--- src/hdl/i2cm_pkg.sv ---
// Shared types, command codes and phase tables for the I2C master bit engine.
// No dependencies; used by i2cm_phase_dec and i2c_master_bit_engine_core.
`default_nettype none

package i2cm_pkg;

  localparam int PhaseTicksW = 16;
  localparam int PhaseW      = 5;
  localparam int ByteW       = 8;
  localparam int CmdW        = 3;
  localparam int InDataW     = 16;
  localparam int InUserW     = 4;
  localparam int OutDataW    = 16;

  localparam logic [PhaseTicksW-1:0] PhaseTicksReset = 16'd5;

  localparam logic [CmdW-1:0] CMD_START   = 3'd0;
  localparam logic [CmdW-1:0] CMD_STOP    = 3'd1;
  localparam logic [CmdW-1:0] CMD_WRITE   = 3'd2;
  localparam logic [CmdW-1:0] CMD_READ    = 3'd3;
  localparam logic [CmdW-1:0] CMD_WAITACK = 3'd4;
  localparam logic [CmdW-1:0] CMD_MACK    = 3'd5;
  localparam logic [CmdW-1:0] CMD_IDLE    = 3'd7;

  typedef struct packed {
    logic [CmdW-1:0]   cmd;
    logic [PhaseW-1:0] phase;
    logic [ByteW-1:0]  shift;
    logic              scl_hold;
    logic              sda_hold;
  } phase_ctx_t;

  typedef struct packed {
    logic scl;
    logic sda;
  } pins_t;

  function automatic logic [PhaseW-1:0] phase_total(input logic [CmdW-1:0] cmd);
    logic [PhaseW-1:0] total;
    case (cmd)
      CMD_WRITE: total = 5'd24;
      CMD_READ:  total = 5'd16;
      default:   total = 5'd3;
    endcase
    return total;
  endfunction

endpackage

`default_nettype wire

--- src/hdl/i2c_master_bit_engine_core.sv ---
// Top level of the I2C master bit engine: tick handshake, phase timing and state.
// Depends on i2cm_pkg and i2cm_phase_dec.
//
// Usage: every beat on the in_ channel is one tick of the time base. On a tick
// with cmd_valid set while the engine is idle, the beat also starts a command
// (start, stop, write byte, read byte, wait ack, master ack); commands given
// while busy, and codes 6 and 7, are dropped. Each pin phase lasts phase_ticks
// ticks (zero counts as one), set through the cfg_ port while idle.
// Every input beat produces exactly one out_ beat with the SCL/SDA levels of
// that tick, busy, a done pulse, the last read byte and the last ack flag.
// A result beat appears in the cycle after its input beat, and one beat per cycle
// is sustained while out_tready is high; the single result register holds the
// tick state update. When out_tready is low the result register holds its beat
// and in_tready drops, so no tick is taken until the result is drained.
// Reset (rst_n low, synchronous) returns the engine to idle with both lines
// released, clears the read byte and ack flag, and sets phase_ticks to five.
`default_nettype none

module i2c_master_bit_engine_core (
  input  logic                           clk,
  input  logic                           rst_n,
  input  logic                           in_tvalid,
  output logic                           in_tready,
  // [7:0] tx_byte, [8] give_ack, [9] sda_in, [15:10] zero
  input  logic [i2cm_pkg::InDataW-1:0]   in_tdata,
  // [0] cmd_valid, [3:1] mode
  input  logic [i2cm_pkg::InUserW-1:0]   in_tuser,
  output logic                           out_tvalid,
  input  logic                           out_tready,
  // [0] scl_out, [1] sda_out, [2] busy_res, [3] done_res, [11:4] rx_byte,
  // [12] ack_seen, [15:13] zero
  output logic [i2cm_pkg::OutDataW-1:0]  out_tdata,
  input  logic                           cfg_valid,
  output logic                           cfg_ready,
  input  logic [i2cm_pkg::PhaseTicksW-1:0] cfg_data
);
  import i2cm_pkg::*;

  logic [PhaseTicksW-1:0] ptick_r;
  logic [CmdW-1:0]        cmd_r, cmd_nxt;
  logic [PhaseW-1:0]      phase_r, phase_nxt;
  logic [PhaseTicksW-1:0] tick_r, tick_nxt;
  logic [ByteW-1:0]       shift_r, shift_nxt;
  logic [ByteW-1:0]       rxb_r, rxb_nxt;
  logic                   scl_r, sda_r, ack_r, ack_nxt;
  logic                   out_valid_r;
  logic [OutDataW-1:0]    out_data_r, out_data_nxt;

  logic                   cmd_valid, give_ack, sda_in;
  logic [CmdW-1:0]        mode;
  logic [ByteW-1:0]       tx_byte;
  logic                   in_acc, start_cmd, active, wrap, last_phase, done;
  logic [CmdW-1:0]        cmd_a;
  logic [PhaseW-1:0]      phase_a, phase_inc;
  logic [PhaseTicksW-1:0] tick_a, tick_inc, limit;
  logic [ByteW-1:0]       shift_a;
  phase_ctx_t             ctx;
  pins_t                  pins;

  assign cmd_valid = in_tuser[0];
  assign mode      = in_tuser[3:1];
  assign tx_byte   = in_tdata[7:0];
  assign give_ack  = in_tdata[8];
  assign sda_in    = in_tdata[9];

  assign in_tready = ~out_valid_r | out_tready;
  assign in_acc    = in_tvalid & in_tready;
  assign cfg_ready = 1'b1;

  assign start_cmd = (cmd_r == CMD_IDLE) & cmd_valid & (mode <= CMD_MACK);
  assign cmd_a     = start_cmd ? mode : cmd_r;
  assign phase_a   = start_cmd ? '0 : phase_r;
  assign tick_a    = start_cmd ? '0 : tick_r;

  always_comb begin
    shift_a = shift_r;
    if (start_cmd) begin
      case (mode)
        CMD_WRITE: shift_a = tx_byte;
        CMD_MACK:  shift_a = {{(ByteW-1){1'b0}}, give_ack};
        default:   shift_a = '0;
      endcase
    end
  end

  assign active = (cmd_a != CMD_IDLE);

  assign ctx.cmd      = cmd_a;
  assign ctx.phase    = phase_a;
  assign ctx.shift    = shift_a;
  assign ctx.scl_hold = scl_r;
  assign ctx.sda_hold = sda_r;

  i2cm_phase_dec u_dec (
    .ctx  (ctx),
    .pins (pins)
  );

  assign limit      = (ptick_r == '0) ? PhaseTicksW'(1) : ptick_r;
  assign tick_inc   = tick_a + PhaseTicksW'(1);
  assign wrap       = (tick_inc >= limit);
  assign phase_inc  = phase_a + PhaseW'(1);
  assign last_phase = (phase_inc >= phase_total(cmd_a));

  always_comb begin
    cmd_nxt   = cmd_a;
    phase_nxt = phase_a;
    tick_nxt  = tick_a;
    shift_nxt = shift_a;
    rxb_nxt   = rxb_r;
    ack_nxt   = ack_r;
    done      = 1'b0;
    if (active) begin
      tick_nxt = wrap ? '0 : tick_inc;
      if (wrap) begin
        if ((cmd_a == CMD_READ) && !phase_a[0]) begin
          shift_nxt = {shift_a[ByteW-2:0], sda_in};
        end
        if ((cmd_a == CMD_WAITACK) && (phase_a == 5'd1)) begin
          ack_nxt = ~sda_in;
        end
        phase_nxt = phase_inc;
        if (last_phase) begin
          if (cmd_a == CMD_READ) begin
            rxb_nxt = shift_nxt;
          end
          cmd_nxt   = CMD_IDLE;
          phase_nxt = '0;
          done      = 1'b1;
        end
      end
    end
  end

  assign out_data_nxt = {3'b000, ack_nxt, rxb_nxt, done,
                         (cmd_nxt != CMD_IDLE), pins.sda, pins.scl};

  always_ff @(posedge clk) begin
    if (!rst_n) begin
      ptick_r     <= PhaseTicksReset;
      cmd_r       <= CMD_IDLE;
      phase_r     <= '0;
      tick_r      <= '0;
      shift_r     <= '0;
      rxb_r       <= '0;
      scl_r       <= 1'b1;
      sda_r       <= 1'b1;
      ack_r       <= 1'b0;
      out_valid_r <= 1'b0;
    end else begin
      if (cfg_valid && cfg_ready) begin
        ptick_r <= cfg_data;
      end
      if (in_acc) begin
        cmd_r       <= cmd_nxt;
        phase_r     <= phase_nxt;
        tick_r      <= tick_nxt;
        shift_r     <= shift_nxt;
        rxb_r       <= rxb_nxt;
        scl_r       <= pins.scl;
        sda_r       <= pins.sda;
        ack_r       <= ack_nxt;
        out_valid_r <= 1'b1;
      end else if (out_tready) begin
        out_valid_r <= 1'b0;
      end
    end
  end

  always_ff @(posedge clk) begin
    if (in_acc) begin
      out_data_r <= out_data_nxt;
    end
  end

  assign out_tvalid = out_valid_r;
  assign out_tdata  = out_data_r;

  // A finished command never reports itself as still busy.
  assert property (@(posedge clk) disable iff (!rst_n)
    (out_tvalid && out_tdata[3]) |-> !out_tdata[2])
    else $error("done pulse with busy set");

  // An idle engine always restarts from the first phase.
  assert property (@(posedge clk) disable iff (!rst_n)
    (cmd_r == CMD_IDLE) |-> (phase_r == '0))
    else $error("idle engine with nonzero phase");

  // The tick counter stays inside the current phase length.
  assert property (@(posedge clk) disable iff (!rst_n)
    (cmd_r != CMD_IDLE) |-> (tick_r < limit))
    else $error("tick counter beyond phase length");

  // The phase index stays inside the active command's phase list.
  assert property (@(posedge clk) disable iff (!rst_n)
    (cmd_r != CMD_IDLE) |-> (phase_r < phase_total(cmd_r)))
    else $error("phase index beyond command length");

  // A stalled result blocks new ticks.
  assert property (@(posedge clk) disable iff (!rst_n)
    (out_valid_r && !out_tready) |-> !in_tready)
    else $error("tick taken while result is stalled");

endmodule

`default_nettype wire

--- src/hdl/i2cm_phase_dec.sv ---
// Pin level decoder: maps the active command, phase and shift byte to SCL/SDA.
// Depends on i2cm_pkg.
`default_nettype none

module i2cm_phase_dec (
  input  i2cm_pkg::phase_ctx_t ctx,
  output i2cm_pkg::pins_t      pins
);
  import i2cm_pkg::*;

  logic [9:0]        p_x11;
  logic [3:0]        bit_q;
  logic [PhaseW-1:0] sub_r3;
  logic [2:0]        bit_sel;

  // Division by three through multiply by 11/32, exact for phases below 32.
  assign p_x11   = {5'b0, ctx.phase} * 10'd11;
  assign bit_q   = p_x11[8:5];
  assign sub_r3  = ctx.phase - PhaseW'({1'b0, bit_q} * 5'd3);
  assign bit_sel = 3'd7 - bit_q[2:0];

  always_comb begin
    pins.scl = ctx.scl_hold;
    pins.sda = ctx.sda_hold;
    case (ctx.cmd)
      CMD_START: begin
        pins.scl = (ctx.phase < 5'd2);
        pins.sda = (ctx.phase == 5'd0);
      end
      CMD_STOP: begin
        pins.scl = (ctx.phase != 5'd0);
        pins.sda = (ctx.phase == 5'd2);
      end
      CMD_WRITE: begin
        pins.scl = (sub_r3 == 5'd1);
        pins.sda = ctx.shift[bit_sel];
      end
      CMD_READ: begin
        pins.scl = ~ctx.phase[0];
        pins.sda = 1'b1;
      end
      CMD_WAITACK: begin
        if (ctx.phase == 5'd1) begin
          pins.scl = 1'b1;
        end else if (ctx.phase == 5'd2) begin
          pins.scl = 1'b0;
        end
        pins.sda = 1'b1;
      end
      CMD_MACK: begin
        pins.scl = (ctx.phase == 5'd1);
        pins.sda = ~ctx.shift[0];
      end
      default: begin
        pins.scl = ctx.scl_hold;
        pins.sda = ctx.sda_hold;
      end
    endcase
  end

endmodule

`default_nettype wire
--- config.mk ---
export PLATFORM = sky130hd
export DESIGN_NAME = i2c_master_bit_engine_core
export DESIGN_NICKNAME = d
export VERILOG_FILES = /design/src/hdl/i2cm_pkg.sv /design/src/hdl/i2c_master_bit_engine_core.sv /design/src/hdl/i2cm_phase_dec.sv
export SDC_FILE = /design/constraint.sdc
export NUM_CORES = 1
export LEC_CHECK = 0
export BUFFER_PORTS_ARGS = -buffer_cell sky130_fd_sc_hd__buf_4
export CAP_MARGIN = 40
export CORE_ASPECT_RATIO = 1.25
export CORE_MARGIN = 1
export CORE_UTILIZATION = 35
export CTS_CLUSTER_DIAMETER = 100
export DETAILED_ROUTE_END_ITERATION = 12
export GPL_ROUTABILITY_DRIVEN = 0
export GPL_TIMING_DRIVEN = 0
export PLACE_DENSITY = 0.51
export SLEW_MARGIN = 20
export SYNTH_ARGS = -nofsm -noshare
export SYNTH_HDL_FRONTEND = slang
export SYNTH_SLANG_ARGS = --single-unit
--- constraint.sdc ---
create_clock -name clk -period 7.5 [get_ports clk]
set_input_delay 0.75 -clock clk [delete_from_list [all_inputs] [get_ports clk]]
set_output_delay 0.75 -clock clk [all_outputs]
set_load 0.1 [all_outputs]
Word-level counts from Yosys, hierarchy flattened. Cells that the tools add are included.

Register bits after elaboration: 73. Input bits: 41. Output and inout bits: 19.

$add $sub $neg: 4. $mul: 2. Order comparisons: 5. Equal/unequal tests: 13. Muxes and demuxes: 33. Bitwise operators: 8. Reduce and logical (&&, ||, !) cells: 9.

Operators with widths (number): 16-bit two-way mux (4); 8-bit two-way mux (8); 5-bit two-way mux (4); 16-bit by 1-bit adder with 16-bit output (second input constant) (1); 16-bit greater-or-equal comparator (1); 16-bit logical NOT (1); 8-bit one-hot mux with 2 select lines (1); 3-bit == test (second input constant) (4); 3-bit two-way mux (4); 2-bit one-hot mux with 6 select lines (1); 5-bit by 1-bit == test with 1-bit output (second input constant) (2); 5-bit one-hot mux with 2 select lines (1); 3-bit by 2-bit == test with 1-bit output (second input constant) (3); 5-bit by 4-bit multiplier with 9-bit output (second input constant) (1); 1-bit two-way mux (9); 3-bit != test (second input constant) (2); 5-bit by 1-bit adder with 5-bit output (second input constant) (1); 5-bit by 2-bit == test with 1-bit output (second input constant) (1); 5-bit greater-or-equal comparator (1); 5-bit logical NOT (1); 5-bit by 2-bit less-than comparator with 1-bit output (second input constant) (1); 4-bit by 2-bit multiplier with 5-bit output (second input constant) (1); 5-bit nonzero test (1); 5-bit subtractor (1); other kinds (13) (19).

Longest topological paths before layout. Gate-level depths: netlist (run 1).

Depth after elaboration: 11. Depth in mapped cells: 24. Mapped depth without buffers: 21.

By module. From an unflattened synthesis (run 1), not the netlist that was laid out.

Cell total of the unflattened synthesis: 622. Area, all modules: 5342.6 µm².

Modules (own cells, without submodules): i2c_master_bit_engine_core (instances 1, cells each 498, area an instance 4322.9 µm², sequential area each 1591.5 µm²); i2cm_phase_dec (instances 1, cells each 124, area an instance 1019.7 µm², sequential area each 0.0 µm²).

Worst setup path before layout (run 1). No wires, ideal clock.

Path kind: input -> register. Start: input port in_tuser[2] in the netlist's numbering. End: register out_data_r[0], in the netlist out_tdata[0] (data pin). Library setup time: 0.130 ns. Arrival: 5.726 ns. Setup slack: 1.644 ns. Cell stages on the path: 22. Cells stage by stage: and2_1 -> or3_1 -> buf_4 -> buf_2 -> buf_2 -> and2_1 -> ha_1 -> fa_1 -> ha_1 -> nand4_1 -> o311ai_0 -> nand2_1 -> xnor2_1 -> fa_1 -> inv_1 -> ha_1 -> a21o_1 -> a21oi_1 -> xnor3_1 -> xnor2_1 -> nor4_2 -> o22a_1.

Longest elaborated chain between the ends: 8. Elaborated cells between the ends (all ways): 22. Those cells by class: add/sub (1); mul (2); order compare (2); eq/ne (8); mux (5); bitwise (2); reduce/logical (2).

Ends and longest elaborated chain: start, declared (RTL line i2c_master_bit_engine_core.sv:27) `input logic [i2cm_pkg::InUserW-1:0] in_tuser,`; 3-bit <= comparator (RTL line i2c_master_bit_engine_core.sv:70) `assign start_cmd = (cmd_r == CMD_IDLE) & cmd_valid & (mode <= CMD_MACK);`; 1-bit AND (RTL line i2c_master_bit_engine_core.sv:70); 5-bit two-way mux (RTL line i2c_master_bit_engine_core.sv:72) `assign phase_a = start_cmd ? '0 : phase_r;`; 5-bit by 4-bit multiplier with 9-bit output (RTL line i2cm_phase_dec.sv:17) `assign p_x11 = {5'b0, ctx.phase} * 10'd11;`; 4-bit by 2-bit multiplier with 5-bit output (RTL line i2cm_phase_dec.sv:19) `assign sub_r3 = ctx.phase - PhaseW'({1'b0, bit_q} * 5'd3);`; 5-bit subtractor (RTL line i2cm_phase_dec.sv:19); 5-bit by 1-bit == test with 1-bit output (RTL line i2cm_phase_dec.sv:35) `pins.scl = (sub_r3 == 5'd1);`; 2-bit one-hot mux with 6 select lines (*) (RTL line i2cm_phase_dec.sv:25) `case (ctx.cmd)`; named net out_data_nxt[0] (RTL line i2c_master_bit_engine_core.sv:47) `logic [OutDataW-1:0] out_data_r, out_data_nxt;`; end signal, assigned (RTL line i2c_master_bit_engine_core.sv:172) `out_data_r <= out_data_nxt;`; end, declared (RTL line i2c_master_bit_engine_core.sv:47).

Mark *: on every way through the listed nets, which the timed path passes. The rest lies on a longest branch. A chain may end at the register's enable or synchronous reset.

Final worst setup path (run 1). Same ends and word-level chain as after synthesis.

==> metrics.cfg, run 1 <==
[cts]
ctsResizeCount=0
clock-sinks=73
h-tree-depth=3
postCtsSetupBuffers=0
clk_latency_ns=0.33
cts_tree=done
clockBufferDepth=2
root_buffer=clkbuf_16
clk_pin_slew_ns=0.06
ctsHoldBuffers=0
numCtsBuffers=9

[sta]
setup_viol=0
clock_skew_ns=0.007991
min_period_over_period=0.8692
slew_headroom=0.4816
maxSlewViolCount=0
tns_ns=0
hold_viol_final=0
rsz0062_at_grt=no
worst_pin_slew_ns=0.7724
max_freq_ghz=0.1534
holdWs_ns=0.4834
period_minus_slack_ns=6.519

[logic_synthesis]
yosys-top-cells-area=dfxtp_1, ha_1, edfxtp_1
yosys_warnings=0
async_flop_share=0
synth_cells=562
avgSynthCellArea_um2=8.531
synth.distinct_cells=64
netlist_top_cells_count=dfxtp_1, nor2_1, nand2_1, a21oi_1, ha_1
synth.most_common_cell=dfxtp_1
synth_edf_count=13
ys_ff_latch=73
synth_top_flop_cell=dfxtp_1
seq_area_frac_synth=0.3319
synth_top_area_share=0.2505
yosys.area.top_type=dfxtp_1
syn_area_um2=4795

[worst_hold_path]
hold_path_class=reg2reg

[critical_path]
cp_top_family=adder cells
critPathCaptureType=register
cpMostUsedCell=ha_1
critPathSlowestCell=fa_1
cp.arrival_ns=6.72
crit_required_ns=7.70
worst-path-buf-inv=5
critPathKind=in2reg
path_max_fanout=10
slowest_delay_ns=0.50
cp-start-kind=primary input
path_cells=buf_4 > and2_1 > or3_1 > buf_4 > buf_2 > buf_2 > and2_1 > ha_1 > fa_1 > ha_1 > nand4_1 > o311ai_0 > nand2_1 > xnor2_1 > fa_1 > inv_1 > ha_1 > a21o_1 > a21oi_1 > xnor3_1 > xnor2_1 > nor4_2 > o22a_1

[drt]
via_count=4177
drcViolationCount=0
drtPass1Iterations=4
via_per_inst=5.215
drt_iter0_markers=135
antenna_left=0
wl_mm=12.74
post_drt_wl_per_cell_um=15.91

[power]
vdd_drop_max_v=0.0001116
power_density_nw_per_um2=189.5
leakagePower_uw=0.002528

[floorplan]
die_x_um=106.7
dieArea_um2=14170
die_y_um=132.9
initial_utilization=0.3608
core_um2=13290
rows=47
io_pins=60

[layout]
antenna_cells=0
post-route-util=0.4303
syn_to_final_growth_pct=19.29
multi_input_area_um2=2944
nets=708
regArea_um2=1592
fill_cells=1388
final_area_um2=5719
drive_above_1_share=0.1698
stdcell_count=801

[global_routing]
antenna_found_initial=0
grt_first_pass_wirelength_mm=21.47
gr-total-overflow=0
grt_pass1_vias=4318
grt_start_max_net_pins=15
track_usage=0.1916

[run]
cap_violations=0

[outcome]
status=finished clean

[place]
portBuffers=48
dp_hpwl_mm=9.709
placed_area_um2=5388
placed_cells=784

==> cells in the final DEF (no fill, tap or decap), types with 6 or more instances in the layout <==
cell type,n
a31oi_1,8
or2_2,9
nor2_1,55
nand2_1,54
clkbuf_16,9
buf_4,53
clkbuf_1,16
a22oi_1,6
or3_1,7
and2_1,10
o21ai_0,22
mux2i_1,32
a21o_1,7
inv_1,34
nand3_1,19
and3_1,12
edfxtp_1,13
ha_1,38
a21oi_1,39
nand4_1,8
buf_2,7
dfxtp_1,60
nor3_1,6
xor2_1,8
xnor2_1,12
nand2b_1,6
mux2_2,8
==> metal layers <==
metal	vias to the layer above	wire (µm)	track usage
met4	0	191	0.05860
met3	10	391	0.02808
met2	81	6540	0.3419
met5	-	0	0
met1	1968	5617	0.2348
li1	2118	-	-
==> final timing paths <==
path,startpoint,end,slack (ns),cells past startpoint
max reg2reg,cmd_r[0],out_tdata[0],1.11,22
min,tick_r[1],tick_r[1],0.48,2
max,in_tuser[2],out_tdata[0],0.98,23
min reg2reg,tick_r[1],tick_r[1],0.48,2
==> where the power goes <==
part	internal, µW	leakage, µW	switching [µW]
logic	58.5	0.00176	130
registers	414	0.000617	8.70
clock network	294	0.000153	178
total	767	0.00253	317
==> flip-flops by register name (all words and copies together), names as in the netlist, 3 cells and up <==
signal	cells
ptick_r	16
tick_r	16
out_tdata	13
rxb_r	8
shift_r	8
phase_r	5
cmd_r	3
==> through the flow <==
stage,setup WS [ns],total power [µW]
CTS,0.9157,1095
global placement,0.6318,617.3
global route,0.4632,1131
finish,0.9809,1084
floorplan,1.644,561.6
detailed placement,0.5769,620.2
==> kinds of logic after synthesis <==
logic type,count (synthesis),share of synthesized area
compound gates,116,0.1514
mux,42,0.09499
xor+xnor,22,0.04463
fa+ha+maj,42,0.1159
simple gates,201,0.2041
buf+inv,64,0.05559
other cells,2,0.001566
flops,73,0.3319
==> area by class of cell <==
class / instances / share of cell area
plain buffers: 28 / 0.02297
clock buffers: 9 / 0.03938
clock inverters: 7 / 0.01772
inverters: 36 / 0.02363
multi-input cells: 427 / 0.5148
flip-flops and latches: 73 / 0.2783
well taps: 171 / 0.03741
repair buffers: 50 / 0.06585
==> tightest hold or removal path, stage by stage (launching register included) <==
cell and delay, ns:
dfxtp_1 0.33, nand2_1 0.06, a21oi_1 0.05
Power figures use the tool's default switching activity.
==> inputs of run 2 (changes only) <==
--- a/config.mk
+++ b/config.mk
@@ -15,5 +15,4 @@
 export GPL_ROUTABILITY_DRIVEN = 0
 export GPL_TIMING_DRIVEN = 0
-export PLACE_DENSITY = 0.51
 export SLEW_MARGIN = 20
 export SYNTH_ARGS = -nofsm -noshare
==> constraint.sdc (replaced) <==
create_clock -name clk -period 7.5 [get_ports clk]
set_input_delay 0.75 -clock clk [delete_from_list [all_inputs] [get_ports clk]]
set_output_delay 0.75 -clock clk [all_outputs]
set_load 0.005 [all_outputs]
==> metrics.cfg, run 2 (same netlist as run 1, synthesis figures left out) <==
[cts]
h-tree-depth=3  ; unchanged
ctsHoldBuffers=0  ; unchanged
clk_latency_ns=0.34  ; about the same
ctsResizeCount=0  ; unchanged
root_buffer=clkbuf_16
clock-sinks=73  ; unchanged
clockBufferDepth=2  ; unchanged
postCtsSetupBuffers=0  ; unchanged
clk_pin_slew_ns=0.06  ; about the same
numCtsBuffers=9  ; unchanged
cts_tree=done

[global_routing]
grt.met2_usage=0.3079  ; -0.03405
grt_first_pass_wirelength_mm=19.84  ; -7.6%
antenna_found_initial=0  ; unchanged
grt_busiest_layer=met2
track_usage=0.1768  ; -0.01479
use_met1=0.2127  ; -0.02211
grt_pass1_vias=4069  ; -5.8%
use_met3=0.03498  ; +0.006897
gr-total-overflow=0  ; unchanged
grt_start_max_net_pins=17  ; +2

[critical_path]
cp-start-kind=primary input
crit_start=in_tuser[2]
cpMostUsedCell=ha_1
worst-path-buf-inv=5  ; unchanged
crit_required_ns=7.72  ; +0.02 ns
critPathSlowestCell=fa_1
slowest_delay_ns=0.49  ; about the same
path_max_fanout=10  ; unchanged
r2r_start=cmd_r[0]
cp_top_family=adder cells
critPathKind=in2reg
path_cells=buf_4 > and2_1 > or3_1 > buf_4 > buf_2 > buf_2 > and2_1 > ha_1 > fa_1 > ha_1 > nand4_1 > o311ai_0 > nand2_1 > xnor2_1 > fa_1 > inv_1 > ha_1 > a21o_1 > a21oi_1 > xnor3_1 > xnor2_1 > nor4_2 > o22a_1
critPathCaptureType=register
cp.arrival_ns=6.68  ; -0.04 ns

[worst_hold_path]
hold_path_class=reg2reg
min-delay-start=tick_r[1]

[drt]
post_drt_wl_per_cell_um=14.92  ; -6.2%
drt_iter0_markers=201  ; +49%
drcViolationCount=0  ; unchanged
via_per_inst=5.256  ; +0.80%
wl_mm=11.94  ; -6.3%
antenna_left=0  ; unchanged
drtPass1Iterations=5  ; +1
via_count=4205  ; +0.67%

[place]
portBuffers=48  ; unchanged
dp_hpwl_mm=9.272  ; -4.5%

[sta]
max_freq_ghz=0.1547  ; +0.82%
worst_pin_slew_ns=0.8412  ; +0.06880 ns
maxSlewViolCount=0  ; unchanged
slew_headroom=0.4380  ; -0.04363
setup_viol=0  ; unchanged
min_period_over_period=0.8621  ; -0.007060
holdWs_ns=0.4853  ; +0.001916 ns
rsz0062_at_grt=no
tns_ns=0  ; unchanged
hold_viol_final=0  ; unchanged
clock_skew_ns=0.008271  ; +0.0002800 ns
period_minus_slack_ns=6.466  ; -0.05295 ns

[floorplan]
dieArea_um2=14170  ; unchanged
initial_utilization=0.3608  ; unchanged
die_y_um=132.9  ; unchanged
die_x_um=106.7  ; unchanged
rows=47  ; unchanged
core_um2=13290  ; unchanged
io_pins=60  ; unchanged

[layout]
layout_common_cells=dfxtp_1, nor2_1, nand2_1
drive_above_1_share=0.1669  ; -0.002910
nets=707  ; -0.14%
mostFrequentLayoutCell=dfxtp_1
syn_to_final_growth_pct=18.53
antenna_cells=0  ; unchanged
fill_cells=1382  ; -0.43%

[power]
power_density_nw_per_um2=175.9  ; -7.2%
vdd_drop_max_v=0.0001378  ; +24%
leakagePower_uw=0.002518  ; -0.42%

[outcome]
status=finished clean

[run]
cap_violations=0  ; unchanged

run 2: worst paths after layout:
path	to	slack (ns)	cells after the start
max	out_tdata[0]	1.03	23
min reg2reg	tick_r[1]	0.49	2
max reg2reg	out_tdata[0]	1.17	22
min	tick_r[1]	0.49	2
run 2: layer usage:
metal / vias to the layer above / part of all wire
met4: 0 / 0.021
met5: - / 0
met2: 97 / 0.50
li1: 2118 / -
met1: 1973 / 0.44
met3: 17 / 0.039
run 2: per-stage QoR:
stage | util | setup slack, ns | total power, µW | area, µm² | cells
final | 0.4276 | 1.034 | 999.7 | 5683 | 800
after global routing | 0.4276 | 0.7591 | 1039 | 5683 | 800
after CTS | 0.4276 | 0.9870 | 1005 | 5683 | 800
after detailed placement | 0.4054 | 0.6308 | 574.9 | 5388 | 784
after global placement | 0.4045 | 0.7431 | 571.9 | 5376 | 783
after floorplan | - | 1.644 | 520.2 | 4802 | 564
run 2: tightest hold or removal path: cells and delay by family, from the launching register on:
kind	cells	cell delay, ns
AOI/OAI and AO/OA	1	0.05
DFF	1	0.32
and+or+nand+nor	1	0.06
run 2: cell type report:
class / count / area (µm²) / area share
multi-input cells: 427 / 2944 / 0.5181
plain buffers: 28 / 131.4 / 0.02312
flip-flops and latches: 73 / 1592 / 0.2801
repair buffers: 49 / 371.6 / 0.06539
inverters: 36 / 135.1 / 0.02378
clock inverters: 6 / 66.31 / 0.01167
clock buffers: 10 / 229.0 / 0.04029
well taps: 171 / 214.0 / 0.03765
run 2: report_power, final:
group          switching (µW)  internal, µW  leakage [µW]  total [µW]
clock network             173           259      0.000147         432
registers                8.72           415      0.000617         423
logic                    86.4          57.7       0.00175         144
==> inputs of run 3 (changes only) <==
CORE_UTILIZATION = 56   (was 35)
PLACE_DENSITY = 0.77   (was default)
REMOVE_ABC_BUFFERS = 1   (was default)
SETUP_SLACK_MARGIN = 0.4   (was default)
==> metrics.cfg, run 3 (same netlist as run 1, synthesis figures left out) <==
[outcome]
status=complete, but fails checks
violations=DRC

[power]
vdd_drop_max_v=0.0001562  ; +13%
power_density_nw_per_um2=162.2  ; -7.8%
power_switching_uw=254.7  ; -5.0%
p_sw_frac=0.2882  ; +0.02007
leakagePower_uw=0.002446  ; -2.8%
p_seq_frac=0.478  ; +0.055
power_frac_clock=0.360  ; -0.072
p_comb_frac=0.162  ; +0.018
internal_power_uw=629.1  ; -14%

[cts]
ctsHoldBuffers=0  ; unchanged
clockBufferDepth=2  ; unchanged
clk_pin_slew_ns=0.08  ; +0.02 ns
postCtsSetupBuffers=0  ; unchanged
root_buffer=clkbuf_8
h-tree-depth=3  ; unchanged
ctsResizeCount=0  ; unchanged
cts_tree=done
clk_latency_ns=0.37  ; +0.03 ns
clock-sinks=73  ; unchanged
numCtsBuffers=9  ; unchanged

[layout]
syn_to_final_growth_pct=13.65
drive_above_1_share=0.1669  ; about the same
fill_cells=651  ; -53%
layout_common_cells=dfxtp_1, nor2_1, nand2_1
nets=683  ; -3.4%
mostFrequentLayoutCell=dfxtp_1
antenna_cells=0  ; unchanged

[critical_path]
cp.arrival_ns=6.61  ; -0.07 ns
cp-start-kind=primary input
critPathCaptureType=register
critPathKind=in2reg
crit_required_ns=7.73  ; about the same
path_max_fanout=20  ; +10

[drt]
drt_iter0_markers=289  ; +44%
via_per_inst=6.001  ; +14%
drcViolationCount=2  ; +2
via_count=4213  ; +0.19%
wl_mm=11.04  ; -7.5%
antenna_left=0  ; unchanged
post_drt_wl_per_cell_um=15.73  ; +5.4%
drtPass1Iterations=9  ; +4

[place]
portBuffers=49  ; +2.1%
dp_hpwl_mm=7.997  ; -14%

[sta]
max_freq_ghz=0.1567  ; +1.3%
hold_viol_final=0  ; unchanged
setup_viol=0  ; unchanged
rsz0062_at_grt=no
clock_skew_ns=0.01411  ; +0.005839 ns
tns_ns=0  ; unchanged
worst_pin_slew_ns=0.8096  ; -0.03162 ns
min_period_over_period=0.8511  ; -0.01109
period_minus_slack_ns=6.383  ; -0.08314 ns
slew_headroom=0.4602  ; +0.02222
maxSlewViolCount=0  ; unchanged
holdWs_ns=0.4828  ; -0.002480 ns

[floorplan]
rows=37  ; -21%
dieArea_um2=8938  ; -37%
core_um2=8287  ; -38%
die_x_um=84.76  ; -21%
io_pins=60  ; unchanged
die_y_um=105.5  ; -21%
initial_utilization=0.5786  ; +0.2178

[global_routing]
track_usage=0.2567  ; +0.07983
antenna_found_initial=0  ; unchanged
grt_start_max_net_pins=43  ; +26
grt_pass1_vias=4124  ; +1.4%
gr-total-overflow=0  ; unchanged
grt_first_pass_wirelength_mm=18.54  ; -6.6%

[worst_hold_path]
hold_path_class=reg2reg

[run]
cap_violations=0  ; unchanged

[run 3: changes by cell type in the layout (fill, tap and decap cells not counted), moves of 2 or more]
cell       before  now
clkbuf_1       17    0
clkbuf_16       9    0
clkbuf_8        0    9
buf_2           6    0
buf_4          53   49
clkinv_4        1    4
buf_16          0    2
[run 3: final timing paths]
path | slack [ns] | cells past startpoint | from | end
hold reg to reg | 0.48 | 2 | tick_r[1] | tick_r[1]
hold / removal | 0.48 | 2 | tick_r[1] | tick_r[1]
setup reg to reg | 1.21 | 20 | cmd_r[0] | out_tdata[0]
setup / recovery | 1.12 | 21 | in_tuser[2] | out_tdata[0]
[run 3: area by class of cell]
class,count,area (µm²),area share
clock buffer,9,123.9,0.02273
clock inverter,7,78.83,0.01447
inverter,36,136.4,0.02503
multi-input combinational,427,2954,0.5421
sequential,73,1592,0.2921
tap,97,121.4,0.02227
timing repair buffer,53,442.9,0.08129
[run 3: critical path, stage by stage]
cell	delay, ns
buf_4	0.12
and2_1	0.20
or3_1	0.55
buf_16	0.26
and2_1	0.26
ha_1	0.33
fa_1	0.41
ha_1	0.40
nand4_1	0.15
o311ai_0	0.44
nand2_1	0.13
xnor2_1	0.47
fa_1	0.52
inv_1	0.08
ha_1	0.26
a21o_1	0.19
a21oi_1	0.17
xnor3_1	0.25
xnor2_1	0.15
nor4_2	0.33
o22a_1	0.17
[run 3: metal layers]
metal  vias up  global-route usage  wire, µm
met1      1970              0.2980      4486
li1       2058                   -         -
met3        22             0.04620       533
met5         -                   0         0
met2       163              0.4634      5715
met4         0              0.1017       307
[run 3: power by group through the flow]
stage	clock network (µW)	registers, µW	logic [µW]
2_1_floorplan	0	430	80.7
3_3_place_gp	0	431	127
3_5_place_dp	0	432	140
4_1_cts	324	423	141
5_1_grt	343	425	156
6_report	318	423	143
[run 3: stage by stage]
step                      utilization  instances  worst slack [ns]  instance area (µm²)  total power, µW
after CTS                      0.6570        701             1.136                 5444            887.9
after global placement         0.6227        682            0.7769                 5160            558.0
after detailed placement       0.6325        685            0.7555                 5241            572.2
after floorplan                     -        536             1.717                 4671            510.9
after global routing           0.6576        702            0.7106                 5449            924.1
final                          0.6576        702             1.117                 5449            883.8
